$ cat config.mk
export PLATFORM = sky130hd
export DESIGN_NAME = apr_sat
export DESIGN_NICKNAME = d
export VERILOG_FILES = /design/src/rtl/address_range_sample_profiler_defines.svh /design/src/rtl/apr_sat.sv
export SDC_FILE = /design/constraint.sdc
export NUM_CORES = 1
export LEC_CHECK = 0
export ABC_CLOCK_PERIOD_IN_PS = 8800
export CORE_UTILIZATION = 40
export DETAILED_ROUTE_END_ITERATION = 7
export DONT_BUFFER_PORTS = 1
export SYNTH_ARGS = -nofsm -noshare
export SYNTH_HDL_FRONTEND = slang
export SYNTH_SLANG_ARGS = --single-unit
export TNS_END_PERCENT = 10
$ cat constraint.sdc
create_clock -name vclk -period 8.8
set_clock_uncertainty 0.2 [all_clocks]
set_input_delay 1.76 -clock vclk [all_inputs]
set_output_delay 1.76 -clock vclk [all_outputs]
set_load 0.1 [all_outputs]
$ cat src/rtl/address_range_sample_profiler_defines.svh
// Assertion helpers for the sample profiler.
`ifndef ADDRESS_RANGE_SAMPLE_PROFILER_DEFINES_SVH
`define ADDRESS_RANGE_SAMPLE_PROFILER_DEFINES_SVH
`ifndef SYNTHESIS
`define APR_ASSERT(lbl, prop) \
  lbl: assert property (@(posedge clk_i) disable iff (!rst_ni) prop) \
    else $error("profiler assertion failed");
`define APR_NEVER(lbl, expr) \
  lbl: assert property (@(posedge clk_i) disable iff (!rst_ni) !(expr)) \
    else $error("profiler forbidden condition");
`else
`define APR_ASSERT(lbl, prop)
`define APR_NEVER(lbl, expr)
`endif
`endif

$ cat src/rtl/apr_sat.sv
module apr_sat (
  input  logic [31:0] val_i,
  input  logic        dec_i,
  output logic [31:0] res_o
);

  always_comb begin
    if (dec_i) begin
      res_o = (val_i == 32'd0) ? val_i : val_i - 32'd1;
    end else begin
      res_o = (val_i == 32'hFFFF_FFFF) ? val_i : val_i + 32'd1;
    end
  end

endmodule

==> results.md <==
- Wire per inst: 16.8 um
- Synth Area in Adders: 0.0284
- Status: complete, no violations
- Ant. Diodes: 0
- Mapped cell area: 0.00132 mm^2
- Syn. warnings: 0
- Die width: 59.5 um
- DRC: 0
- # IOs: 65
- Setup_tns: 0 ns
- Row count: 20
- Fin. Hold Viols: 0
- DP HPWL: 3430 um
- RSZ-0062 raised after global routing: false
- Area share of the largest cell type after synthesis: 0.106
- Vias in the first global route: 1,381
- Initial antenna violation count: 0
- Post-CTS sizing: 0
- Seq/Total Area, Yosys: 0
- Vias: 1,622
- GR Overflow Total: 0
- Drt pass-1 iters: 5
- Layout Nets: 247
- Chip height: 59.5 um
- Layout cells sized above 1: 0.254
- FF+latch count: 0
- Final wirelength: 4250 um
- Via-to-Cell Ratio: 6.41
- Crit end category: output pin
- Synth Area in Simple Gates: 0.500
- P&R area growth vs syn: 24.2%
- Max Cap Violations: 0
- Final setup viols: 0
- Largest area contributor in the netlist: xnor2_1
- Worst min-delay path class: input pin to output pin
- Cells after Synth: 208
- Reg area: 0 um^2
- XOR/XNOR Fraction of Synth Area: 0.199
- Placement Setup Slack: 2.19 ns
- Area of the multi-input gates: 0.00148 mm^2
- Number of port buffers: 0
- Final worst path period need: 6.62 ns
- Initial core utilization: 0.426
- Period utilization: 0.752
- GRT Util Overall: 0.234
- Synth Net Count: 244
- Netlist cell types: 45
- Setup slack after layout: 2.18 ns
- Post-CTS Hold Fix Bufs: 0
- Slew Viols, Final: 0
- Post-DRT Antenna Nets: 0
- # Post-CTS Setup Buffers: 0
- Slew headroom: 0.181
- Kind of critical path: input pin to output pin
- Detailed Route Iter0 Violations: 131
- Top post-synthesis cells by area: xnor2_1 11%, xor2_1 9.3%, nor2_1 7.7%, nand3_1 7.2%, nand4_1 5.7%
- Pwr dens: 62.0 mW/mm^2
- Actual slew at the worst max-slew pin: 1.22 ns
- Core area: 0.00310 mm^2
- Gpl congestion: 0.923
- Critical path required time: 6.84 ns
- # fillers: 314
- First-pass GRT wire length: 6470 um
- Static Leak: 0.000528 uW
- Post-synthesis mux area share: 0
- Max Clk Rate: 0.151 GHz
- Pin count of the biggest net entering global routing: 19
- Max VDD drop: 0.0391 mV
- Critical-path maximum fanout: 7
- Arr. time, crit path: 4.66 ns
- Crit path launch type: input pin
- Syn Area/Cell: 6.36 um^2
- Complex-gate fraction of the synthesized area: 0.218
- Largest family of logic cells by synthesized area: simple AND/OR/NAND/NOR gates
- CLK BUF: 0
- Die area: 0.00354 mm^2
cell usage after synthesis (2+ instances only):
| cell type | instances |
|---|---|
| a21oi_1 | 4 |
| a22oi_1 | 2 |
| a31oi_1 | 7 |
| a32oi_1 | 3 |
| a41oi_1 | 2 |
| and2_1 | 3 |
| and3_1 | 6 |
| buf_2 | 3 |
| clkbuf_1 | 6 |
| ha_1 | 3 |
| inv_1 | 5 |
| nand2_1 | 11 |
| nand3_1 | 19 |
| nand4_1 | 12 |
| nor2_1 | 27 |
| nor3_1 | 10 |
| nor4_1 | 6 |
| nor4_2 | 2 |
| o21ai_0 | 7 |
| o22ai_1 | 5 |
| o31a_1 | 3 |
| or2_2 | 3 |
| or3_1 | 7 |
| or4_1 | 3 |
| xnor2_1 | 16 |
| xor2_1 | 14 |
worst paths after layout:
kind | cells past startpoint | slack (ns) | from | end
worst max-delay path | 6 | 2.18 | val_i[11] | res_o[25]
worst min-delay path | 2 | 3.59 | val_i[28] | res_o[28]
placed cells by master, fill, tap and decap left out, types with 3 or more instances in the layout:
cell type   n
a21oi_1     4
xor2_2     14
o21ai_0     6
nor2_1     27
or3_1       7
nand4_1    12
a31oi_1     7
nand2_1    11
nor4_1      6
nand3_1    19
or4_1       3
o22ai_1     5
a32oi_1     3
nor3_1     10
or2_2       3
ha_1        3
inv_1       5
buf_4      12
xnor2_2    16
and3_1      6
o31a_1      3
and2_1      3
through the flow:
stage | power (uW) | area [um^2] | util | hold slack, ns | cells
6_report | 102 | 1640 | 0.529 | 3.59 | 253
5_1_grt | 105 | 1640 | 0.529 | 3.59 | 253
2_1_floorplan | 93.4 | 1320 | - | 3.77 | 208
3_5_place_dp | 102 | 1640 | 0.529 | 3.59 | 253
3_3_place_gp | 102 | 1640 | 0.529 | 3.59 | 253
4_1_cts | 102 | 1640 | 0.529 | 3.59 | 253
area by class of cell:
cell class                      count  area share
Inverter                            5      0.0114
Multi-Input combinational cell    192       0.900
Timing Repair Buffer               12      0.0548
Tap cell                           44      0.0335
worst max-delay path: stages:
cell and delay, ns:
nor4_2 0.56, nand3_1 0.27, or4_1 0.54, or3_4 0.36, o22ai_1 0.24, xor2_2 0.92
cells by family (layout without fill, tap and decap cells):
kind of cell	after synthesis	in the layout
buf+inv	16	17
fa+ha+maj	3	3
compound gates	41	41
xor+xnor	30	30
simple gates	118	118
metal layers:
metal,GRT usage,vias up,wire (um)
met5,0,-,0
met3,0.0262,0,431
met4,0.00332,0,0
met2,0.382,94,2030
met1,0.349,745,1790
li1,-,783,-
report_power, final:
group          total [uW]  internal, uW  switching (uW)  leakage, uW
clock network           0             0               0            0
logic                 102          20.1            81.8     0.000528
registers               0             0               0            0
total                 102          20.1            81.8     0.000528
Note: power is estimated with default switching activity, not from simulation.
